File: src/mlfs_pkg.sv
`default_nettype none

package mlfs_pkg;

    typedef enum logic [1:0] {
        LVL_HIGH   = 2'd0,
        LVL_MIDDLE = 2'd1,
        LVL_LOW    = 2'd2
    } level_t;

    localparam int unsigned NUM_LEVELS = 3;

    localparam logic REQ_ARRIVAL = 1'b0;
    localparam logic REQ_TICK    = 1'b1;

    localparam logic [1:0] CFG_HIGH_QUANTUM   = 2'd0;
    localparam logic [1:0] CFG_MIDDLE_QUANTUM = 2'd1;
    localparam logic [1:0] CFG_LOW_QUANTUM    = 2'd2;

    typedef struct packed {
        logic [7:0] id;
        logic [7:0] remaining;
    } entry_t;

    typedef struct packed {
        logic push;
        logic pop;
    } queue_ctrl_t;

    typedef struct packed {
        logic empty;
        logic full;
    } queue_status_t;

endpackage

`default_nettype wire

File: src/mlfs_cell.sv
`default_nettype none

module mlfs_cell (
    input  wire logic            aclk,
    input  wire logic            load,
    input  wire logic            shift,
    input  wire mlfs_pkg::entry_t load_data,
    input  wire mlfs_pkg::entry_t next_data,
    output mlfs_pkg::entry_t     data
);
    import mlfs_pkg::*;

    entry_t data_reg;

    // a load wins over the shift toward the head
    always_ff @(posedge aclk) begin
        if (load) begin
            data_reg <= load_data;
        end else if (shift) begin
            data_reg <= next_data;
        end
    end

    assign data = data_reg;

endmodule

`default_nettype wire

File: src/mlfs_queue.sv
`default_nettype none

module mlfs_queue #(
    parameter int DEPTH = 64
) (
    input  wire logic                  aclk,
    input  wire logic                  aresetn,
    input  wire mlfs_pkg::queue_ctrl_t ctrl,
    input  wire mlfs_pkg::entry_t      push_data,
    output mlfs_pkg::entry_t           head_data,
    output mlfs_pkg::queue_status_t    status
);
    import mlfs_pkg::*;

    localparam int CW = $clog2(DEPTH + 1);

    logic [CW-1:0] count_reg;
    logic [CW-1:0] count_next;
    logic [CW-1:0] target;
    logic          full;
    logic          push_ok;
    entry_t        cell_data [DEPTH];

    assign full    = (count_reg == CW'(DEPTH));
    // a pop in the same beat frees a slot for the push
    assign push_ok = ctrl.push && (ctrl.pop || !full);
    assign target  = ctrl.pop ? (count_reg - CW'(1)) : count_reg;

    always_comb begin
        count_next = count_reg;
        unique case ({push_ok, ctrl.pop})
            2'b10:   count_next = count_reg + CW'(1);
            2'b01:   count_next = count_reg - CW'(1);
            default: count_next = count_reg;
        endcase
    end

    always_ff @(posedge aclk) begin
        if (!aresetn) begin
            count_reg <= '0;
        end else begin
            count_reg <= count_next;
        end
    end

    for (genvar i = 0; i < DEPTH; i++) begin : g_cell
        entry_t nxt;
        if (i == DEPTH - 1) begin : g_last
            assign nxt = cell_data[i];
        end else begin : g_mid
            assign nxt = cell_data[i+1];
        end
        mlfs_cell u_cell (
            .aclk      (aclk),
            .load      (push_ok && (target == CW'(i))),
            .shift     (ctrl.pop),
            .load_data (push_data),
            .next_data (nxt),
            .data      (cell_data[i])
        );
    end

    assign head_data    = cell_data[0];
    assign status.empty = (count_reg == '0);
    assign status.full  = full;

endmodule

`default_nettype wire

File: src/multilevel_feedback_scheduler.sv
`default_nettype none

// Channel | Direction | Ports                                              | Beat
// s_      | in        | s_req_type s_job_id s_service_slices s_job_level   | arrival or tick
// m_      | out       | m_served_id m_idle m_served_level m_job_done        | one per tick
//         |           | m_overflow                                          |
// cfg_    | in        | cfg_index cfg_data                                  | quantum write
//
// An arrival is loaded into the first free cell of its queue's row. A tick
// serves the job on the server or, if it is free, the head (cell 0) of the
// highest non-empty queue, and updates the server in the same cycle.
// The result of a tick sits in the output register; a new beat is taken while
// that register is empty or being drained, so a stalled m_ side stalls s_.
// Reset (aresetn low, synchronous) empties all queues, frees the server, clears
// the overflow flag and loads quanta 1, 2, 3. No clearing pass is needed.

module multilevel_feedback_scheduler #(
    parameter int QUEUE_DEPTH = 64
) (
    input  wire logic       aclk,
    input  wire logic       aresetn,

    input  wire logic       s_valid,
    output logic            s_ready,
    input  wire logic       s_req_type,
    input  wire logic [7:0] s_job_id,
    input  wire logic [7:0] s_service_slices,
    input  wire logic [1:0] s_job_level,

    output logic            m_valid,
    input  wire logic       m_ready,
    output logic [7:0]      m_served_id,
    output logic            m_idle,
    output logic [1:0]      m_served_level,
    output logic            m_job_done,
    output logic            m_overflow,

    input  wire logic       cfg_valid,
    output logic            cfg_ready,
    input  wire logic [1:0] cfg_index,
    input  wire logic [3:0] cfg_data
);
    import mlfs_pkg::*;

    // quantum registers
    logic [3:0] high_q_reg, middle_q_reg, low_q_reg;

    // server state
    logic       busy_reg, busy_next;
    logic [7:0] cur_id_reg, cur_id_next;
    logic [7:0] cur_rem_reg, cur_rem_next;
    level_t     cur_lvl_reg, cur_lvl_next;
    logic [3:0] used_reg, used_next;
    logic       ovf_reg, ovf_next;

    // output register
    logic       m_valid_reg, m_valid_next;
    logic [7:0] m_id_reg;
    logic       m_idle_reg;
    level_t     m_lvl_reg;
    logic       m_done_reg;
    logic       m_ovf_reg;

    // queue interface, one slot per level
    queue_ctrl_t   q_ctrl      [NUM_LEVELS];
    entry_t        q_push_data [NUM_LEVELS];
    entry_t        q_head      [NUM_LEVELS];
    queue_status_t q_stat      [NUM_LEVELS];

    logic       in_accept;
    logic       res_load;
    logic       res_idle;
    logic [7:0] res_id;
    level_t     res_lvl;
    logic       res_done;
    level_t     arr_lvl;
    level_t     sel_lvl;
    level_t     dem_lvl;
    logic       serving;
    logic [7:0] job_id_w, job_rem_w;
    level_t     job_lvl_w;
    logic [3:0] used_w, used_inc;
    logic [3:0] quantum_w;

    assign s_ready   = !m_valid_reg || m_ready;
    assign in_accept = s_valid && s_ready;
    assign cfg_ready = 1'b1;

    for (genvar l = 0; l < NUM_LEVELS; l++) begin : g_level
        mlfs_queue #(
            .DEPTH (QUEUE_DEPTH)
        ) u_queue (
            .aclk      (aclk),
            .aresetn   (aresetn),
            .ctrl      (q_ctrl[l]),
            .push_data (q_push_data[l]),
            .head_data (q_head[l]),
            .status    (q_stat[l])
        );
    end

    always_comb begin
        busy_next    = busy_reg;
        cur_id_next  = cur_id_reg;
        cur_rem_next = cur_rem_reg;
        cur_lvl_next = cur_lvl_reg;
        used_next    = used_reg;
        ovf_next     = ovf_reg;
        res_load     = 1'b0;
        res_idle     = 1'b0;
        res_id       = '0;
        res_lvl      = LVL_HIGH;
        res_done     = 1'b0;
        arr_lvl      = LVL_LOW;
        sel_lvl      = LVL_HIGH;
        dem_lvl      = LVL_LOW;
        serving      = 1'b0;
        job_id_w     = cur_id_reg;
        job_rem_w    = cur_rem_reg;
        job_lvl_w    = cur_lvl_reg;
        used_w       = used_reg;
        used_inc     = '0;
        quantum_w    = low_q_reg;
        for (int l = 0; l < NUM_LEVELS; l++) begin
            q_ctrl[l]      = '0;
            q_push_data[l] = '{id: s_job_id, remaining: s_service_slices};
        end

        if (in_accept) begin
            if (s_req_type == REQ_ARRIVAL) begin
                // level code 3 falls back to the low queue
                unique case (s_job_level)
                    2'd0:    arr_lvl = LVL_HIGH;
                    2'd1:    arr_lvl = LVL_MIDDLE;
                    default: arr_lvl = LVL_LOW;
                endcase
                q_ctrl[arr_lvl].push = 1'b1;
                if (q_stat[arr_lvl].full) begin
                    ovf_next = 1'b1;     // drop the arrival
                end
            end else begin
                res_load = 1'b1;
                serving  = busy_reg;
                if (!busy_reg) begin
                    // pick the highest level with work waiting
                    priority if (!q_stat[LVL_HIGH].empty) begin
                        sel_lvl = LVL_HIGH;
                        serving = 1'b1;
                    end else if (!q_stat[LVL_MIDDLE].empty) begin
                        sel_lvl = LVL_MIDDLE;
                        serving = 1'b1;
                    end else if (!q_stat[LVL_LOW].empty) begin
                        sel_lvl = LVL_LOW;
                        serving = 1'b1;
                    end else begin
                        res_idle = 1'b1;
                    end
                    if (serving) begin
                        q_ctrl[sel_lvl].pop = 1'b1;
                        job_id_w  = q_head[sel_lvl].id;
                        job_rem_w = q_head[sel_lvl].remaining;
                        job_lvl_w = sel_lvl;
                        used_w    = '0;
                    end
                end

                if (serving) begin
                    used_inc = used_w + 4'd1;
                    unique case (job_lvl_w)
                        LVL_HIGH:   quantum_w = high_q_reg;
                        LVL_MIDDLE: quantum_w = middle_q_reg;
                        default:    quantum_w = low_q_reg;
                    endcase
                    res_id       = job_id_w;
                    res_lvl      = job_lvl_w;
                    cur_id_next  = job_id_w;
                    cur_lvl_next = job_lvl_w;
                    used_next    = used_inc;
                    if (job_rem_w <= 8'd1) begin
                        // last slice: the job leaves
                        res_done     = 1'b1;
                        busy_next    = 1'b0;
                        cur_rem_next = '0;
                    end else begin
                        cur_rem_next = job_rem_w - 8'd1;
                        busy_next    = 1'b1;
                        if (used_inc >= quantum_w) begin
                            // quantum spent: demote behind this run's arrivals
                            dem_lvl   = (job_lvl_w == LVL_HIGH) ? LVL_MIDDLE : LVL_LOW;
                            busy_next = 1'b0;
                            q_ctrl[dem_lvl].push = 1'b1;
                            q_push_data[dem_lvl] = '{id: job_id_w,
                                                     remaining: job_rem_w - 8'd1};
                            if (q_stat[dem_lvl].full && !q_ctrl[dem_lvl].pop) begin
                                ovf_next = 1'b1;
                            end
                        end
                    end
                end
            end
        end

        m_valid_next = m_valid_reg;
        if (res_load) begin
            m_valid_next = 1'b1;
        end else if (m_ready) begin
            m_valid_next = 1'b0;
        end
    end

    always_ff @(posedge aclk) begin
        if (!aresetn) begin
            high_q_reg   <= 4'd1;
            middle_q_reg <= 4'd2;
            low_q_reg    <= 4'd3;
            busy_reg     <= 1'b0;
            cur_id_reg   <= '0;
            cur_rem_reg  <= '0;
            cur_lvl_reg  <= LVL_HIGH;
            used_reg     <= '0;
            ovf_reg      <= 1'b0;
            m_valid_reg  <= 1'b0;
        end else begin
            if (cfg_valid && cfg_ready) begin
                unique case (cfg_index)
                    CFG_HIGH_QUANTUM:   high_q_reg   <= cfg_data;
                    CFG_MIDDLE_QUANTUM: middle_q_reg <= cfg_data;
                    CFG_LOW_QUANTUM:    low_q_reg    <= cfg_data;
                    default:            ;            // ignore unknown index
                endcase
            end
            busy_reg    <= busy_next;
            cur_id_reg  <= cur_id_next;
            cur_rem_reg <= cur_rem_next;
            cur_lvl_reg <= cur_lvl_next;
            used_reg    <= used_next;
            ovf_reg     <= ovf_next;
            m_valid_reg <= m_valid_next;
        end
    end

    // result payload: load on every tick beat
    always_ff @(posedge aclk) begin
        if (res_load) begin
            m_id_reg   <= res_id;
            m_idle_reg <= res_idle;
            m_lvl_reg  <= res_lvl;
            m_done_reg <= res_done;
            m_ovf_reg  <= ovf_next;
        end
    end

    assign m_valid        = m_valid_reg;
    assign m_served_id    = m_id_reg;
    assign m_idle         = m_idle_reg;
    assign m_served_level = m_lvl_reg;
    assign m_job_done     = m_done_reg;
    assign m_overflow     = m_ovf_reg;

    // a job held on the server always has slices left
    a_busy_has_work: assert property (@(posedge aclk) disable iff (!aresetn)
        busy_reg |-> (cur_rem_reg != 8'd0))
        else $error("server busy with no remaining slices");

    // a tick with nothing queued and a free server reports idle
    a_idle_tick: assert property (@(posedge aclk) disable iff (!aresetn)
        (in_accept && (s_req_type == REQ_TICK) && !busy_reg && q_stat[LVL_HIGH].empty
         && q_stat[LVL_MIDDLE].empty && q_stat[LVL_LOW].empty)
        |=> (m_valid && m_idle && !m_job_done && (m_served_id == 8'd0)))
        else $error("empty tick did not report idle");

    // an idle result never carries a finished job and reports the high level
    a_idle_clean: assert property (@(posedge aclk) disable iff (!aresetn)
        (m_valid && m_idle) |-> (!m_job_done && (m_served_level == LVL_HIGH)))
        else $error("idle result carries job fields");

    // the overflow flag never clears outside reset
    a_ovf_sticky: assert property (@(posedge aclk) disable iff (!aresetn)
        ovf_reg |=> ovf_reg)
        else $error("overflow flag dropped");

endmodule

`default_nettype wire

File: config.mk
export PLATFORM = sky130hd
export DESIGN_NAME = multilevel_feedback_scheduler
export DESIGN_NICKNAME = d
export VERILOG_FILES = /design/src/mlfs_pkg.sv /design/src/mlfs_cell.sv /design/src/mlfs_queue.sv /design/src/multilevel_feedback_scheduler.sv
export SDC_FILE = /design/constraint.sdc
export NUM_CORES = 2
export LEC_CHECK = 0
export BUFFER_PORTS_ARGS = -buffer_cell sky130_fd_sc_hd__buf_2
export CORE_UTILIZATION = 25
export DETAILED_ROUTE_END_ITERATION = 8
export SLEW_MARGIN = 20
export SYNTH_ARGS = -nofsm -noshare
export SYNTH_HDL_FRONTEND = slang
export SYNTH_HIERARCHICAL = 1
export SYNTH_SLANG_ARGS = --single-unit
File: constraint.sdc
create_clock -name aclk -period 8 [get_ports aclk]
set_input_delay 0.4 -clock aclk [delete_from_list [all_inputs] [get_ports aclk]]
set_output_delay 0.4 -clock aclk [all_outputs]
set_load 0.005 [all_outputs]
# ---- Word-level counts from Yosys, hierarchy flattened
# Index checks and enable logic that the tools add are counted.
dict set report totals {
  register_bits 3143
  latch_bits 0
  mem_bits_rw 0
  rom_bits 0
  wordCells 1518
  memories 0
}
dict set report classes {
  add_sub_neg 8
  multipliers 0
  div 0
  n_lt_le_gt_ge 8
  eq_ne 202
  n_shift 0
  muxes 475
  n_bitwise 7
  reduce_logical 416
}
# op n
set op_table {}
lappend op_table {{$mux W16} 381}
lappend op_table {{$eq A7 B6 Y1 const B} 96}
lappend op_table {{$reduce_bool A2 Y1} 193}
lappend op_table {{$eq A7 B5 Y1 const B} 48}
lappend op_table {{$mux W48} 5}
lappend op_table {{$logic_and A1 B1 Y1} 200}
lappend op_table {{$eq A7 B4 Y1 const B} 24}
lappend op_table {{$eq A7 B3 Y1 const B} 12}
lappend op_table {{$mux W8} 9}
lappend op_table {{$bwmux W48} 1}
lappend op_table {{$eq A7 B2 Y1 const B} 6}
lappend op_table {{$logic_not A7 Y1} 6}
lappend op_table {{$mux W6} 7}
lappend op_table {{$pmux W7 S2} 3}
lappend op_table {{$bmux W16 S2} 1}
lappend op_table {{$demux W16 S2} 1}
lappend op_table {{$mux W1} 31}
lappend op_table {{$mux W2} 15}
lappend op_table {{$mux W4} 7}
lappend op_table {{$add A7 B1 Y7 const B} 3}
lappend op_table {{$eq A7 B1 Y1 const B} 3}
lappend op_table {{$eq A7 B7 Y1 const B} 3}
lappend op_table {{$mux W7} 3}
lappend op_table {{$sub A7 B1 Y7 const B} 3}
lappend op_table {{other kinds (22)} 55}

# ---- Longest topological paths before layout
dict set report depth {
  depth_word 30
  depth_mapped 26
}

# ---- Cells and area by module
# The synthesis kept the hierarchy.
# module n_inst cells_each area_per_inst_um2 seq_area_each_um2
set modules_own_cells {}
lappend modules_own_cells {mlfs_cell 192 35 732.0 480.5}
lappend modules_own_cells {multilevel_feedback_scheduler 1 388 3525.9 1131.1}
lappend modules_own_cells {{mlfs_queue (g_level[1].u_queue ...)} 2 217 1408.9 140.1}
lappend modules_own_cells {{mlfs_queue (g_level[0].u_queue)} 1 213 1387.6 140.1}

# ---- Worst setup path after synthesis
# No wires, ideal clock.
dict set report synth_timing {
  path_type {flip-flop to flip-flop}
  startpoint {register g_level[0].u_queue.count_reg[0]}
  endpoint {register g_level[0].u_queue.g_cell[30].u_cell.data_reg (netlist bit g_level[0].u_queue/g_cell[30].u_cell/data[0]), enable pin}
  setup_ns 0.373
  t_arrival_ns 6.074
  required_time_ns 7.627
  path_slack_ns 1.553
  path_stages_with_launch 19
  path_cell_list {dfxtp_1 > buf_2 > inv_1 > ha_1 > nor3b_1 > and3_1 > buf_2 > clkbuf_1 > clkbuf_1 > nor3_1 > buf_2 > buf_6 > xnor2_1 > a21boi_2 > o211ai_1 > nor2_1 > buf_6 > buf_12 > or2_1}
}
# item line_no
set synth_lines {}
lappend synth_lines {{start: declaration} mlfs_queue.sv:17} ;# logic [CW-1:0] count_reg;
lappend synth_lines {{start signal: assignment} mlfs_queue.sv:42} ;# count_reg <= count_next;
lappend synth_lines {{end signal: assignment} mlfs_cell.sv:18} ;# data_reg <= load_data;
lappend synth_lines {{end signal: assignment} mlfs_cell.sv:20} ;# data_reg <= next_data;
lappend synth_lines {{end: declaration} mlfs_cell.sv:13} ;# entry_t data_reg;

==> key figures <==
Cells and area
  – Max FFs per register: 3,072
  – Fin cells: 16,000
  – FF/Latch Area: 0.0938 sq mm
  – Commonest non-fill, non-tap cell in the layout: edfxtp_1
  – Area of the multi-input gates: 0.0484 sq mm
  – Most frequent cells in the layout: edfxtp_1, mux2_4, mux2_2
  – Area delta synth->final: 11.4%
  – Share of post-route cells with drive strength above 1: 0.496
  – Nets: 7,987
  – Fill count: 58,200

STA
  – Fin. max-slew vios: 0
  – Final Cycle Share: 0.916
  – Hold Vio Cnt, Final: 0
  – Peak Freq: 0.137 GHz
  – Setup TNS: 0 ns
  – RSZ-0062 raised after global routing: no
  – Hold Slack: 0.0888 ns
  – Final min period: 7.33 ns
  – Worst slew pin tran: 1.24 ns
  – Normalized max-slew margin: 0.171
  – Clk_skew: 0.119 ns
  – Final setup viols: 0

Critical path
  – Flop-to-flop setup slack: 0.67 ns
  – R2R depth: 21
  – Worst setup SP type: flop
  – Worst Path Arrival: 7.80 ns
  – RR Startpoint: g_level[0].u_queue/count_reg[0]$_SDFFE_PN0P_
  – Crit path capture type: flop
  – Crit path kind: flop to flop
  – Critical Path RT: 8.47 ns
  – Reg-to-reg endpoint: g_level[2].u_queue/g_cell[63].u_cell/data[6]$_DFFE_PP_
  – Crit-path max FO: 26

Placement
  – DP Cell Count: 15,400
  – Routability cong.: 0.753
  – Port bufs: 44
  – Post-DP HPWL: 173,000 um

Power
  – Max IR drop VDD: 317 uV
  – Total power: 49.3 mW
  – Pwr dens: 298 mW/mm^2
  – LEAKAGE: 54.6 nW

Min path
  – Hold Path End: g_level[0].u_queue/g_cell[19].u_cell/data[5]$_DFFE_PP_
  – Hold path start: s_service_slices[5]
  – Hold Path Class: input port to flop
  – Hold depth: 2

Global routing
  – Gr usage total: 0.0971
  – Largest net degree at the start of global routing: 86
  – First-pass GRT wire length: 456,000 um
  – Initial antenna violation count: 15
  – Remaining Overflow, GRT: 0
  – Number of global-route vias before repair: 70,000

Clock tree
  – Clk buf depth: 4
  – CTS sink count: 3,143
  – Clk_lat worst skew: 0.96 ns
  – Post-CTS sizing: 0
  – H-tree levels: 5
  – Setup bufs post-CTS: 0
  – CTS tree: built
  – Hold-fix buffers, CTS: 14
  – Number of buffers created by CTS: 345
  – CTS root buffer: clkbuf_16
  – Worst-path clk slew: 0.06 ns

Yosys
  – Yosys warning count: 6
  – Register area share after synthesis: 0.633
  – Number of synthesized flops with an enable pin: 3,085
  – Syn_area_per_cell: 19.1 sq um
  – Syn Inst Count: 7,755
  – Synth cell types: 86
  – FF+latch count, synth: 3,143
  – Syn Std Cell Area: 0.148 sq mm
  – Synth async-reset ratio: 0
  – Ys flop type: edfxtp_1
  – Syn nets: 7,801

Detailed routing
  – Post-Route WL: 299,000 um
  – Avg WL per Cell: 18.7 um
  – DR vias/cell: 4.23
  – Remaining DRCs: 0
  – DRT Pass-1 Iters: 5
  – Post-DRT Antenna Nets: 0
  – Routed via count: 67,800
  – DRT iter0 DRCs: 5,316

Run status
  – Status: finished, final reports clean

Die
  – Starting Density: 0.251
  – Core area: 0.590 sq mm
  – I/O pin count: 46
  – Die Wd: 772 um
  – Rows: 282
  – Die area: 0.596 sq mm
  – Die Height: 772 um

Run
  – Max_cap viols: 0
==> stage by stage <==
stage          instance area (sq um)  utilization  setup WS, ns
2_1_floorplan                 148000            -          1.55
3_3_place_gp                  154000        0.261         0.824
3_5_place_dp                  154000        0.261         0.880
4_1_cts                       165000        0.280         0.713
5_1_grt                       165000        0.280         0.241
6_report                      165000        0.280         0.675
==> where the power goes <==
group	total [mW]	internal, mW	switching, mW
combinational	10.7	3.94	6.79
clock	15.3	8.81	6.54
sequential	23.2	22.3	0.974
==> synthesized netlist by cell type, types with 5 or more instances <==
cell / n / area [sq um]
a21boi_0: 5 / 37.5
a21o_1: 10 / 75.1
a21oi_1: 32 / 160
a22oi_1: 7 / 52.6
a311oi_1: 5 / 43.8
a31o_2: 7 / 61.3
a32oi_2: 6 / 97.6
and2_1: 13 / 81.3
and3_1: 11 / 68.8
buf_1: 5 / 18.8
buf_12: 192 / 3840
buf_2: 37 / 185
buf_4: 9 / 67.6
buf_6: 201 / 2260
clkbuf_1: 21 / 78.8
dfxtp_1: 58 / 1160
edfxtp_1: 3085 / 92600
ha_1: 16 / 200
inv_1: 29 / 109
mux2_2: 1358 / 15300
mux2_4: 1744 / 26200
mux2i_1: 38 / 380
nand2_1: 47 / 176
nand2b_1: 34 / 213
nand3_1: 38 / 190
nand3b_1: 7 / 52.6
nor2_1: 242 / 908
nor2b_1: 45 / 282
nor3_1: 13 / 65.1
nor3b_1: 11 / 82.6
nor4b_1: 7 / 61.3
o211ai_1: 42 / 315
o21a_1: 16 / 120
o21ai_0: 14 / 70.1
o21bai_1: 6 / 45.0
o22ai_1: 5 / 31.3
o2bb2ai_1: 6 / 52.6
o31ai_1: 11 / 82.6
or2_1: 192 / 1200
or2_2: 7 / 43.8
or3_1: 5 / 31.3
xnor2_1: 9 / 78.8
==> layout make-up <==
class | count | area share
antenna | 7 | 0.000106
clock buffer | 434 | 0.0550
clock inverter | 183 | 0.0104
inverter | 29 | 0.000659
multi-input combinational | 4118 | 0.293
sequential | 3143 | 0.568
tap | 7810 | 0.0591
timing repair buffer | 304 | 0.0137
==> routing by layer <==
metal | part of all wire | vias to the layer above | track usage | wire, um
li1 | - | 30500 | - | -
met1 | 0.48 | 35400 | 0.142 | 145000
met2 | 0.44 | 1471 | 0.149 | 132000
met3 | 0.051 | 461 | 0.0159 | 15200
met4 | 0.023 | 4 | 0.0243 | 6830
met5 | 0.000090 | - | 0 | 27
==> worst max-delay path: stages (launching register included) <==
cell	delay, ns
dfxtp_1	0.47
inv_1	0.20
ha_1	0.17
nor3b_1	0.56
and3_1	0.72
a31o_2	0.30
buf_4	0.28
a21o_1	0.22
inv_1	0.09
ha_1	0.26
nor2_1	0.15
a211oi_1	0.10
a31o_4	0.30
nor3b_4	0.35
a21o_1	0.28
inv_1	0.16
nor3_4	0.37
o211ai_1	0.36
buf_4	0.29
nor2_2	0.15
buf_4	0.32
or2_1	0.68
==> cell families (layout without fill, tap and decap cells) <==
family / after synthesis / in the layout / synth area share
XOR/XNOR: 13 / 13 / 0.000768
multiplexers: 3140 / 3140 / 0.282
AO/OA/AOI/OAI: 239 / 239 / 0.0128
other: 1 / 8 / 0.0000253
adder cells (fa/ha/maj): 16 / 16 / 0.00135
buffers and inverters: 494 / 950 / 0.0443
AND/OR/NAND/NOR: 709 / 709 / 0.0258
flip-flops: 3143 / 3143 / 0.633
==> worst max-delay path by stage <==
stage                                                  from                                                      to  slack [ns]
4_1_cts        g_level[0].u_queue/count_reg[0]$_SDFFE_PN0P_  g_level[2].u_queue/g_cell[63].u_cell/data[7]$_DFFE_PP_        0.71
3_5_place_dp   g_level[0].u_queue/count_reg[0]$_SDFFE_PN0P_  g_level[2].u_queue/g_cell[63].u_cell/data[7]$_DFFE_PP_        0.88
3_3_place_gp   g_level[0].u_queue/count_reg[0]$_SDFFE_PN0P_  g_level[2].u_queue/g_cell[62].u_cell/data[7]$_DFFE_PP_        0.82
6_report       g_level[0].u_queue/count_reg[0]$_SDFFE_PN0P_  g_level[2].u_queue/g_cell[63].u_cell/data[6]$_DFFE_PP_        0.67
5_1_grt        g_level[0].u_queue/count_reg[0]$_SDFFE_PN0P_  g_level[2].u_queue/g_cell[63].u_cell/data[6]$_DFFE_PP_        0.24
2_1_floorplan  g_level[0].u_queue/count_reg[0]$_SDFFE_PN0P_  g_level[0].u_queue/g_cell[30].u_cell/data[0]$_DFFE_PP_        1.55
No activity file was read; power rests on OpenSTA's default activity.
